<file path="src/hdl/sha256h_pkg.sv">
// shared types and constants for the sha-256 message hasher
// used by every module under hdl; no dependencies
package sha256h_pkg;

    localparam int WORD_W = 32;
    localparam int QUEUE_DEPTH_DEF = 4;

    typedef struct packed {
        logic [7:0] data_byte;
        logic       byte_present;
        logic       last_item;
    } in_item_t;

    typedef struct packed {
        logic [31:0] digest_word_0;
        logic [31:0] digest_word_1;
        logic [31:0] digest_word_2;
        logic [31:0] digest_word_3;
        logic [31:0] digest_word_4;
        logic [31:0] digest_word_5;
        logic [31:0] digest_word_6;
        logic [31:0] digest_word_7;
    } digest_t;

    // one big-endian message word on its way to the compression core
    typedef struct packed {
        logic [WORD_W-1:0] word;
        logic              end_block;
        logic              final_block;
    } word_item_t;

    localparam logic [31:0] INIT_HASH [8] = '{
        32'h6a09e667, 32'hbb67ae85, 32'h3c6ef372, 32'ha54ff53a,
        32'h510e527f, 32'h9b05688c, 32'h1f83d9ab, 32'h5be0cd19
    };

    localparam logic [31:0] ROUND_K [64] = '{
        32'h428a2f98, 32'h71374491, 32'hb5c0fbcf, 32'he9b5dba5,
        32'h3956c25b, 32'h59f111f1, 32'h923f82a4, 32'hab1c5ed5,
        32'hd807aa98, 32'h12835b01, 32'h243185be, 32'h550c7dc3,
        32'h72be5d74, 32'h80deb1fe, 32'h9bdc06a7, 32'hc19bf174,
        32'he49b69c1, 32'hefbe4786, 32'h0fc19dc6, 32'h240ca1cc,
        32'h2de92c6f, 32'h4a7484aa, 32'h5cb0a9dc, 32'h76f988da,
        32'h983e5152, 32'ha831c66d, 32'hb00327c8, 32'hbf597fc7,
        32'hc6e00bf3, 32'hd5a79147, 32'h06ca6351, 32'h14292967,
        32'h27b70a85, 32'h2e1b2138, 32'h4d2c6dfc, 32'h53380d13,
        32'h650a7354, 32'h766a0abb, 32'h81c2c92e, 32'h92722c85,
        32'ha2bfe8a1, 32'ha81a664b, 32'hc24b8b70, 32'hc76c51a3,
        32'hd192e819, 32'hd6990624, 32'hf40e3585, 32'h106aa070,
        32'h19a4c116, 32'h1e376c08, 32'h2748774c, 32'h34b0bcb5,
        32'h391c0cb3, 32'h4ed8aa4a, 32'h5b9cca4f, 32'h682e6ff3,
        32'h748f82ee, 32'h78a5636f, 32'h84c87814, 32'h8cc70208,
        32'h90befffa, 32'ha4506ceb, 32'hbef9a3f7, 32'hc67178f2
    };

    function automatic logic [31:0] rotr(input logic [31:0] x, input int n);
        rotr = (x >> n) | (x << (32 - n));
    endfunction

    function automatic logic [31:0] big_sig0(input logic [31:0] x);
        big_sig0 = rotr(x, 2) ^ rotr(x, 13) ^ rotr(x, 22);
    endfunction

    function automatic logic [31:0] big_sig1(input logic [31:0] x);
        big_sig1 = rotr(x, 6) ^ rotr(x, 11) ^ rotr(x, 25);
    endfunction

    function automatic logic [31:0] small_sig0(input logic [31:0] x);
        small_sig0 = rotr(x, 7) ^ rotr(x, 18) ^ (x >> 3);
    endfunction

    function automatic logic [31:0] small_sig1(input logic [31:0] x);
        small_sig1 = rotr(x, 17) ^ rotr(x, 19) ^ (x >> 10);
    endfunction

endpackage

</file>
<file path="src/hdl/sha256_message_hasher.sv">
// top level of the sha-256 message hasher
// depends on sha256h_pkg, sha256h_front, sha256h_queue, sha256h_core
//
// Streams a message in one byte per item; the item with last_item set ends
// the message, with or without a byte, and one digest item follows. Bytes
// are packed into words that wait in a short queue for the compression core.
// The core pops one word per cycle into its schedule window while it loads
// and the queue holds a word, then runs one round per cycle and a chaining
// step per block. While the rounds run, the queue fills and the input stalls,
// because in_ready falls whenever the queue is full. On long messages only
// 16 bytes enter during the rounds. The other 48 arrive one per cycle while
// the core loads. The cost of a block is therefore its load, its rounds and
// its chaining step, and it is set by the single round unit together with
// the queue depth. After the end mark the front end produces one padding
// word per cycle while the queue has room, so the closing block loads
// without further input. The padding may spill into a block of its own. The
// digest is held in an output register, so the next message may already be
// entering while it waits to be taken.
module sha256_message_hasher
    import sha256h_pkg::*;
#(
    parameter int QUEUE_DEPTH = QUEUE_DEPTH_DEF
)
(
    input  logic     clk,
    input  logic     rst_n,
    input  logic     in_valid,
    output logic     in_ready,
    input  in_item_t in_data,
    output logic     out_valid,
    input  logic     out_ready,
    output digest_t  out_data
);

    logic       push, push_ready, pop, pop_valid;
    word_item_t push_item, pop_item;

    // byte packing and padding
    sha256h_front u_front (
        .clk       (clk),
        .rst_n     (rst_n),
        .in_valid  (in_valid),
        .in_ready  (in_ready),
        .in_data   (in_data),
        .push      (push),
        .push_item (push_item),
        .push_ready(push_ready)
    );

    // word queue
    sha256h_queue #(
        .DEPTH(QUEUE_DEPTH)
    ) u_queue (
        .clk       (clk),
        .rst_n     (rst_n),
        .push      (push),
        .push_item (push_item),
        .push_ready(push_ready),
        .pop       (pop),
        .pop_item  (pop_item),
        .pop_valid (pop_valid)
    );

    // compression and digest
    sha256h_core u_core (
        .clk      (clk),
        .rst_n    (rst_n),
        .pop_valid(pop_valid),
        .pop_item (pop_item),
        .pop      (pop),
        .out_valid(out_valid),
        .out_ready(out_ready),
        .out_data (out_data)
    );

endmodule

</file>
<file path="src/hdl/sha256h_front.sv">
// front end: packs bytes into words, counts length, generates padding
// depends on sha256h_pkg
module sha256h_front
    import sha256h_pkg::*;
(
    input  logic       clk,
    input  logic       rst_n,
    input  logic       in_valid,
    output logic       in_ready,
    input  in_item_t   in_data,
    output logic       push,
    output word_item_t push_item,
    input  logic       push_ready
);

    localparam logic [2:0] PS_IDLE  = 3'd0;
    localparam logic [2:0] PS_FIRST = 3'd1;
    localparam logic [2:0] PS_ZERO  = 3'd2;
    localparam logic [2:0] PS_LENHI = 3'd3;
    localparam logic [2:0] PS_LENLO = 3'd4;

    logic [2:0]  state_reg, state_next;
    logic [31:0] acc_reg, acc_next;
    logic [1:0]  cnt_reg, cnt_next;
    logic [3:0]  idx_reg, idx_next;
    logic [63:0] bits_reg, bits_next;

    logic        accept;
    logic [31:0] acc_byte;
    logic [3:0]  idx_inc;

    assign in_ready = (state_reg == PS_IDLE) && push_ready;
    assign accept   = in_valid && in_ready;
    assign acc_byte = acc_reg | ({in_data.data_byte, 24'b0} >> {cnt_reg, 3'b000});
    assign idx_inc  = idx_reg + 4'd1;

    // byte packing and padding sequence
    always_comb
    begin
        state_next = state_reg;
        acc_next   = acc_reg;
        cnt_next   = cnt_reg;
        idx_next   = idx_reg;
        bits_next  = bits_reg;
        push       = 1'b0;
        push_item  = '{word: acc_byte, end_block: (idx_reg == 4'd15), final_block: 1'b0};
        case (state_reg)
            PS_IDLE:
            begin
                if (accept)
                begin
                    if (in_data.byte_present)
                    begin
                        bits_next = bits_reg + 64'd8;
                        cnt_next  = cnt_reg + 2'd1;
                        if (cnt_reg == 2'd3)
                        begin
                            push     = 1'b1;
                            acc_next = '0;
                            idx_next = idx_inc;
                        end
                        else
                        begin
                            acc_next = acc_byte;
                        end
                    end
                    if (in_data.last_item)
                    begin
                        state_next = PS_FIRST;
                    end
                end
            end
            PS_FIRST:
            begin
                push_item.word = acc_reg | (32'h8000_0000 >> {cnt_reg, 3'b000});
                if (push_ready)
                begin
                    push       = 1'b1;
                    idx_next   = idx_inc;
                    state_next = (idx_inc == 4'd14) ? PS_LENHI : PS_ZERO;
                end
            end
            PS_ZERO:
            begin
                push_item.word = '0;
                if (push_ready)
                begin
                    push     = 1'b1;
                    idx_next = idx_inc;
                    if (idx_inc == 4'd14)
                    begin
                        state_next = PS_LENHI;
                    end
                end
            end
            PS_LENHI:
            begin
                push_item.word = bits_reg[63:32];
                if (push_ready)
                begin
                    push       = 1'b1;
                    idx_next   = idx_inc;
                    state_next = PS_LENLO;
                end
            end
            PS_LENLO:
            begin
                push_item.word        = bits_reg[31:0];
                push_item.final_block = 1'b1;
                if (push_ready)
                begin
                    push       = 1'b1;
                    idx_next   = '0;
                    acc_next   = '0;
                    cnt_next   = '0;
                    bits_next  = '0;
                    state_next = PS_IDLE;
                end
            end
            default:
            begin
                state_next = PS_IDLE;
            end
        endcase
    end

    // state registers
    always_ff @(posedge clk or negedge rst_n)
    begin
        if (!rst_n)
        begin
            state_reg <= PS_IDLE;
            acc_reg   <= '0;
            cnt_reg   <= '0;
            idx_reg   <= '0;
            bits_reg  <= '0;
        end
        else
        begin
            state_reg <= state_next;
            acc_reg   <= acc_next;
            cnt_reg   <= cnt_next;
            idx_reg   <= idx_next;
            bits_reg  <= bits_next;
        end
    end

endmodule

</file>
<file path="src/hdl/sha256h_queue.sv">
// short word queue between the front end and the compression core
// depends on sha256h_pkg
module sha256h_queue
    import sha256h_pkg::*;
#(
    parameter int DEPTH = QUEUE_DEPTH_DEF
)
(
    input  logic       clk,
    input  logic       rst_n,
    input  logic       push,
    input  word_item_t push_item,
    output logic       push_ready,
    input  logic       pop,
    output word_item_t pop_item,
    output logic       pop_valid
);

    localparam int PTR_W = (DEPTH > 1) ? $clog2(DEPTH) : 1;
    localparam int CNT_W = $clog2(DEPTH + 1);

    word_item_t       mem [DEPTH];
    logic [PTR_W-1:0] wr_reg, wr_next;
    logic [PTR_W-1:0] rd_reg, rd_next;
    logic [CNT_W-1:0] cnt_reg, cnt_next;
    logic             do_push, do_pop;

    assign push_ready = (cnt_reg != CNT_W'(DEPTH));
    assign pop_valid  = (cnt_reg != '0);
    assign pop_item   = mem[rd_reg];
    assign do_push    = push && push_ready;
    assign do_pop     = pop && pop_valid;

    // pointer and count update
    always_comb
    begin
        wr_next  = wr_reg;
        rd_next  = rd_reg;
        cnt_next = cnt_reg;
        if (do_push)
        begin
            wr_next = (wr_reg == PTR_W'(DEPTH - 1)) ? '0 : wr_reg + PTR_W'(1);
        end
        if (do_pop)
        begin
            rd_next = (rd_reg == PTR_W'(DEPTH - 1)) ? '0 : rd_reg + PTR_W'(1);
        end
        if (do_push && !do_pop)
        begin
            cnt_next = cnt_reg + CNT_W'(1);
        end
        else if (do_pop && !do_push)
        begin
            cnt_next = cnt_reg - CNT_W'(1);
        end
    end

    always_ff @(posedge clk or negedge rst_n)
    begin
        if (!rst_n)
        begin
            wr_reg  <= '0;
            rd_reg  <= '0;
            cnt_reg <= '0;
        end
        else
        begin
            wr_reg  <= wr_next;
            rd_reg  <= rd_next;
            cnt_reg <= cnt_next;
        end
    end

    // entry storage
    always_ff @(posedge clk)
    begin
        if (do_push)
        begin
            mem[wr_reg] <= push_item;
        end
    end

endmodule

</file>
<file path="src/hdl/sha256h_core.sv">
// compression core: loads 16 words, runs 64 rounds, chains, emits digest
// depends on sha256h_pkg
module sha256h_core
    import sha256h_pkg::*;
(
    input  logic       clk,
    input  logic       rst_n,
    input  logic       pop_valid,
    input  word_item_t pop_item,
    output logic       pop,
    output logic       out_valid,
    input  logic       out_ready,
    output digest_t    out_data
);

    localparam logic [1:0] ST_LOAD   = 2'd0;
    localparam logic [1:0] ST_ROUND  = 2'd1;
    localparam logic [1:0] ST_FINISH = 2'd2;

    logic [1:0]  state_reg;
    logic [5:0]  round_reg;
    logic        final_reg;
    logic [31:0] chain_reg [8];
    logic [31:0] v_reg [8];
    logic [31:0] w_reg [16];
    logic        out_valid_reg;
    digest_t     out_data_reg;

    logic [31:0] t1, t2, w_new;
    logic [31:0] sum [8];
    logic        emit;

    assign out_valid = out_valid_reg;
    assign out_data  = out_data_reg;
    assign pop       = (state_reg == ST_LOAD) && pop_valid;
    assign emit      = (state_reg == ST_FINISH) && final_reg &&
                       (!out_valid_reg || out_ready);

    // one round of the compression function
    always_comb
    begin
        t1 = v_reg[7] + big_sig1(v_reg[4]) +
             ((v_reg[4] & v_reg[5]) ^ (~v_reg[4] & v_reg[6])) +
             ROUND_K[round_reg] + w_reg[0];
        t2 = big_sig0(v_reg[0]) +
             ((v_reg[0] & v_reg[1]) ^ (v_reg[0] & v_reg[2]) ^ (v_reg[1] & v_reg[2]));
        w_new = small_sig1(w_reg[14]) + w_reg[9] + small_sig0(w_reg[1]) + w_reg[0];
        for (int i = 0; i < 8; i++)
        begin
            sum[i] = chain_reg[i] + v_reg[i];
        end
    end

    // control
    always_ff @(posedge clk or negedge rst_n)
    begin
        if (!rst_n)
        begin
            state_reg     <= ST_LOAD;
            round_reg     <= '0;
            final_reg     <= 1'b0;
            out_valid_reg <= 1'b0;
            for (int i = 0; i < 8; i++)
            begin
                chain_reg[i] <= INIT_HASH[i];
            end
        end
        else
        begin
            if (out_valid_reg && out_ready)
            begin
                out_valid_reg <= 1'b0;
            end
            case (state_reg)
                ST_LOAD:
                begin
                    if (pop && pop_item.end_block)
                    begin
                        final_reg <= pop_item.final_block;
                        round_reg <= '0;
                        state_reg <= ST_ROUND;
                    end
                end
                ST_ROUND:
                begin
                    round_reg <= round_reg + 6'd1;
                    if (round_reg == 6'd63)
                    begin
                        state_reg <= ST_FINISH;
                    end
                end
                ST_FINISH:
                begin
                    if (!final_reg)
                    begin
                        for (int i = 0; i < 8; i++)
                        begin
                            chain_reg[i] <= sum[i];
                        end
                        state_reg <= ST_LOAD;
                    end
                    else if (emit)
                    begin
                        for (int i = 0; i < 8; i++)
                        begin
                            chain_reg[i] <= INIT_HASH[i];
                        end
                        out_valid_reg <= 1'b1;
                        state_reg     <= ST_LOAD;
                    end
                end
                default:
                begin
                    state_reg <= ST_LOAD;
                end
            endcase
        end
    end

    // datapath: schedule window, working variables, digest register
    always_ff @(posedge clk)
    begin
        if (pop)
        begin
            for (int i = 0; i < 15; i++)
            begin
                w_reg[i] <= w_reg[i+1];
            end
            w_reg[15] <= pop_item.word;
            if (pop_item.end_block)
            begin
                for (int i = 0; i < 8; i++)
                begin
                    v_reg[i] <= chain_reg[i];
                end
            end
        end
        if (state_reg == ST_ROUND)
        begin
            for (int i = 0; i < 15; i++)
            begin
                w_reg[i] <= w_reg[i+1];
            end
            w_reg[15] <= w_new;
            v_reg[7]  <= v_reg[6];
            v_reg[6]  <= v_reg[5];
            v_reg[5]  <= v_reg[4];
            v_reg[4]  <= v_reg[3] + t1;
            v_reg[3]  <= v_reg[2];
            v_reg[2]  <= v_reg[1];
            v_reg[1]  <= v_reg[0];
            v_reg[0]  <= t1 + t2;
        end
        if (emit)
        begin
            out_data_reg <= '{sum[0], sum[1], sum[2], sum[3],
                              sum[4], sum[5], sum[6], sum[7]};
        end
    end

endmodule
</file>
<file path="config.mk">
export PLATFORM = sky130hd
export DESIGN_NAME = sha256_message_hasher
export DESIGN_NICKNAME = d
export VERILOG_FILES = /design/src/hdl/sha256h_pkg.sv /design/src/hdl/sha256_message_hasher.sv /design/src/hdl/sha256h_front.sv /design/src/hdl/sha256h_queue.sv /design/src/hdl/sha256h_core.sv
export SDC_FILE = /design/constraint.sdc
export NUM_CORES = 2
export LEC_CHECK = 0
export BUFFER_PORTS_ARGS = -buffer_cell sky130_fd_sc_hd__buf_2
export CORE_UTILIZATION = 55
export DETAILED_ROUTE_END_ITERATION = 8
export PLACE_DENSITY_LB_ADDON = 0.3
export RECOVER_POWER = 25
export SLEW_MARGIN = 10
export SYNTH_ARGS = -nofsm -noshare
export SYNTH_HDL_FRONTEND = slang
export SYNTH_HIERARCHICAL = 1
export SYNTH_SLANG_ARGS = --single-unit
</file>
<file path="constraint.sdc">
create_clock -name clk -period 17.8 [get_ports clk]
set_input_delay 0.89 -clock clk [delete_from_list [all_inputs] [get_ports clk]]
set_output_delay 0.89 -clock clk [all_outputs]
set_load 0.05 [all_outputs]
</file>
==> After elaboration in Yosys (flattened, before gate mapping) <==
Memories as Yosys holds them, arrays and structs flattened.
Cells that the tools add are included.
{ "classes": {"n_mul": 0, "n_mux": 87, "reduce_logical": 31, "shift": 2, "eq_ne": 27, "div": 0, "order_cmp": 1, "n_addsub": 26, "bitwise_logic": 54} }
{ "op_table": {"columns": ["op", "n"], "rows": [
  ["$mux 32", 30],
  ["$add 32x32->32", 18],
  ["$mux 256", 2],
  ["$xor 32x32->32", 9],
  ["$mux 64", 3],
  ["$and 32x32->32", 5],
  ["$pmux 32 s4", 1],
  ["$pmux 64 s2", 1],
  ["$add 64x4->64 const B", 1],
  ["$or 32x32->32", 2],
  ["$pmux 32 s2", 1],
  ["$not 32->32", 1],
  ["$or 10x32->32", 1],
  ["$or 13x32->32", 1],
  ["$or 14x32->32", 1],
  ["$or 15x32->32", 1],
  ["$or 19x32->32", 1],
  ["$or 21x32->32", 1],
  ["$or 25x32->32", 1],
  ["$or 26x32->32", 1],
  ["$or 30x32->32", 1],
  ["$or 7x32->32", 1],
  ["$shr 32x5->32", 1],
  ["$shr 32x5->32 const A", 1],
  ["45 further kinds", 142]
]} }
{ "word_totals": {"ff_bits": 634, "latch_bits": 0, "output_inout_bits": 258, "rom_bits": 2048, "mem_bits_rw": 904, "mem_count": 4} }
{ "mem_list": {"columns": ["memory", "depth", "width", "read_ports", "rd_clocked_by_memory_dff", "wr", "line_no", "rtl"], "rows": [
  ["(no name shown)", 64, 32, 1, 0, 0, "sha256h_core.sv:44", "ROUND_K[round_reg] + w_reg[0];"],
  ["u_core.w_reg", 16, 32, 16, 0, 16, "sha256h_core.sv:25", "logic [31:0] w_reg [16];"],
  ["u_core.v_reg", 8, 32, 8, 0, 8, "sha256h_core.sv:24", "logic [31:0] v_reg [8];"],
  ["u_queue.mem", 4, 34, 1, 0, 1, "sha256h_queue.sv:22", "word_item_t mem [DEPTH];"]
]} }

==> Depth between registers and ports, before layout <==
{ "logic_depth": {"word_depth": 10, "depth_mapped": 40} }

==> Modules after synthesis <==
Netlist, hierarchy kept.
{ "modules_own_cells": {"columns": ["mod", "area_per_inst_um2", "cells_per_inst", "seq_area_each_um2", "instances"], "rows": [
  ["sha256h_core", 71253.3, 6126, 37576.0, 1],
  ["sha256h_front", 6342.3, 803, 2552.4, 1],
  ["sha256h_queue", 5338.9, 214, 4259.1, 1]
]} }

==> Worst setup path before layout <==
Ideal clock, no wire load.
{ "synth_path": {"path_kind": "flip-flop to flip-flop", "startpoint": "register u_queue.cnt_reg[1]", "endpoint": "memory u_core.w_reg[0][0] (enable)", "slack_ns": 4.463, "setup_ns": 3.632, "t_arrival_ns": 9.705, "path_buffers": 1, "stages_incl_launch_ff": 5, "path_cell_list": "dfrtp_1 > or3_2 > nand2_1 > clkbuf_1 > nand2_1"} }
{ "synth_lines": {"columns": ["element", "line_no", "rtl"], "rows": [
  ["start: declaration", "sha256h_queue.sv:25", "logic [CNT_W-1:0] cnt_reg, cnt_next;"],
  ["start signal: assignment", "sha256h_queue.sv:70", "cnt_reg <= cnt_next;"],
  ["end: declaration", "sha256h_core.sv:25", null]
]} }

==> impl_metrics.tcl <==
set metrics [dict create \
    final.setup.tns_ps 0 \
    synthArstFlopShare 0.2443 \
    grt_pass1_vias 56074 \
    cts_root_buf "clkbuf_16" \
    synth-seq-cells 1535 \
    nets 7907 \
    vias 59375 \
    start_util 0.5537 \
    grt_max_degree 218 \
    clock_latency_ps 820 \
    viasPerCell 6.283 \
    synth_compound_area_frac 0.1430 \
    setup_ws_ps 7965 \
    p_leak_nw 36.87 \
    synth_nets 7756 \
    num_rows 142 \
    cts_setup_buffers 0 \
    synth_top_cell_by_area "edfxtp_1" \
    clock_path_buffers 3 \
    drv_slew 472 \
    dp.cells 9150 \
    ios 272 \
    powerDensity_nw_per_um2 79.78 \
    status "finished with violations" \
    ys_warn_count 6 \
    htree_levels 4 \
    hold_viol 0 \
    syn-cell-area_um2 82930 \
    synth_cell_types 102 \
    final_util 0.6098 \
    max_stage_delay_ps 770 \
    yosysSeqAreaShare 0.5352 \
    detail-route-antenna-nets 0 \
    dr.pass1.iters 6 \
    critPathMaxFanout 17 \
    synth.area.mux_share 0.01629 \
    synth_xor_area_frac 0.06495 \
    cts.sinks 1535 \
    track_usage 0.3328 \
    rsz0062_at_grt "false" \
    period_needed_ps 9835 \
    ys_top_cells_by_count "edfxtp_1, nand2_1, a21oi_1" \
    dieHeight_um 390.3 \
    yosys.area_share.simple 0.1001 \
    synth_top_family_by_area "compound AO/OA/AOI/OAI gates" \
    drc_errors 0 \
    wl_per_cell_um 27.06 \
    wl_um 255700 \
    cts_tree "done" \
    end_kind "flop" \
    violations "max-capacitance violations, max-slew violations" \
    synthFlopType "edfxtp_1" \
    clk_pin_slew_worst_paths_ps 60 \
    dpl_worst_slack_ps 8160 \
    tightest_slew_ps 6498 \
    cp-start-kind "flop" \
    max-cap-violations 8 \
    cp_data_required_time_ps 18320 \
    largest_register_ffs 512 \
    drive_gt1_frac 0.1044 \
    numCtsBuffers 158 \
    globalplace.congestion 1.040 \
    coreArea_um2 149800 \
    grt-ovfl-total 0 \
    syn_avg_cell_area_um2 11.61 \
    drtIter0Drc 6811 \
    grt_pass1_wl_um 372000 \
    crit_type "flop to flop" \
    crit_top_cell "a21oi_1" \
    die_w_um 390.3 \
    worstPathArrival_ps 10360 \
    cts-resized-gates 0 \
    clock.fmax_ghz 0.1017 \
    relSlewSlack -3.332 \
    cpMaxStageDelayCell "dfrtp_1" \
    synth_fa_ha_area_frac 0.1119 \
    synth_area_leaders "edfxtp_1, dfrtp_1, ha_1" \
    cts.hold.buffers_added 0 \
    synth_edf_count 1160 \
    finClkSkew_ps 34.79 \
    setup_viol 0 \
    min_path_type "flop to flop" \
    synth_most_common_cell "edfxtp_1" \
    syn2layout_area_growth_pct 10.13 \
    hpwl_um 186500 \
    die_area_um2 152300 \
    port_buffers 271 \
    grt_antenna_before_repair 11 \
    synth_top_area_share 0.4200 \
    period_share 0.5525 \
    irDropWorstVdd_uv 85.15 \
    power_mw 7.286 \
    synth_cells 7143 \
    final-instance-count-excl-fill 9450 \
]
cell families after synthesis:
logic type / count (synthesis)
fa+ha+maj: 630
compound gates: 1805
xor+xnor: 615
buf+inv: 609
simple gates: 1866
flops: 1535
mux: 83
power by group:
group,internal (mW),switching [mW]
Clock,1.99,1.44
Combinational,0.00734,0.0309
Sequential,3.81,0.00374
layer usage:
layer	up-vias	track usage	share of wire	routed length (um)
met4	0	0.1394	0.047	11990
met5	-	0	0	0
met1	29569	0.4800	0.42	107500
met3	494	0.06859	0.099	25210
met2	2970	0.4902	0.43	111000
li1	26342	-	-	-
worst max-delay path, delay by kind of cell, from the launching register on:
family          cells  cell delay (ps)
compound gates     16             3460
xor+xnor            2              370
fa+ha+maj           7             3100
buf+inv             4              740
flops               1              770
simple gates        5             1150
placed cells by master (no fill, tap or decap), types with 96 or more instances in the layout:
cell type,count
a211oi_1,96
a21o_1,180
a21oi_1,530
a22o_1,117
buf_2,218
clkbuf_16,160
dfrtp_1,234
dfstp_2,132
edfxtp_1,1160
fa_1,196
ha_1,403
inv_1,263
nand2_1,893
nand3_1,114
nor2_1,417
o21ai_0,305
o22a_1,115
xnor2_1,468
xor2_1,147
worst paths after layout:
| check | startpoint | endpoint | slack, ps | depth (start not counted) |
|---|---|---|---|---|
| hold reg to reg | u_core/w_reg[2][13] | u_core/w_reg[1][13] | 390 | 0 |
| setup / recovery | u_core/round_reg[1] | u_core/v_reg[0][28] | 7960 | 34 |
| max in group asynchronous | rst_n | u_core/chain_reg[139] | 10390 | 3 |
| setup reg to reg | u_core/round_reg[1] | u_core/v_reg[0][28] | 7960 | 34 |
| min in group asynchronous | rst_n | u_core/chain_reg[90] | 2500 | 1 |
| hold / removal | u_core/w_reg[2][13] | u_core/w_reg[1][13] | 390 | 0 |
final cells by class:
class / count / area [um2]
Antenna cell: 2 / 5.005
Sequential cell: 1535 / 44390
Inverter: 271 / 1032
Multi-Input combinational cell: 4999 / 36210
Clock inverter: 96 / 1175
Fill cell: 11865 / 58440
Tap cell: 2016 / 2522
Timing Repair Buffer: 329 / 1769
Clock buffer: 202 / 4222
per-stage QoR:
| stage | instance area [um2] | hold WS [ps] |
|---|---|---|
| after floorplan | 82930 | 400.3 |
| after global placement | 86040 | 400.1 |
| after detailed placement | 86040 | 404.5 |
| after CTS | 91440 | 166.5 |
| after global routing | 91330 | 406.8 |
| final | 91330 | 393.0 |
(Power assumes the default switching activity.)
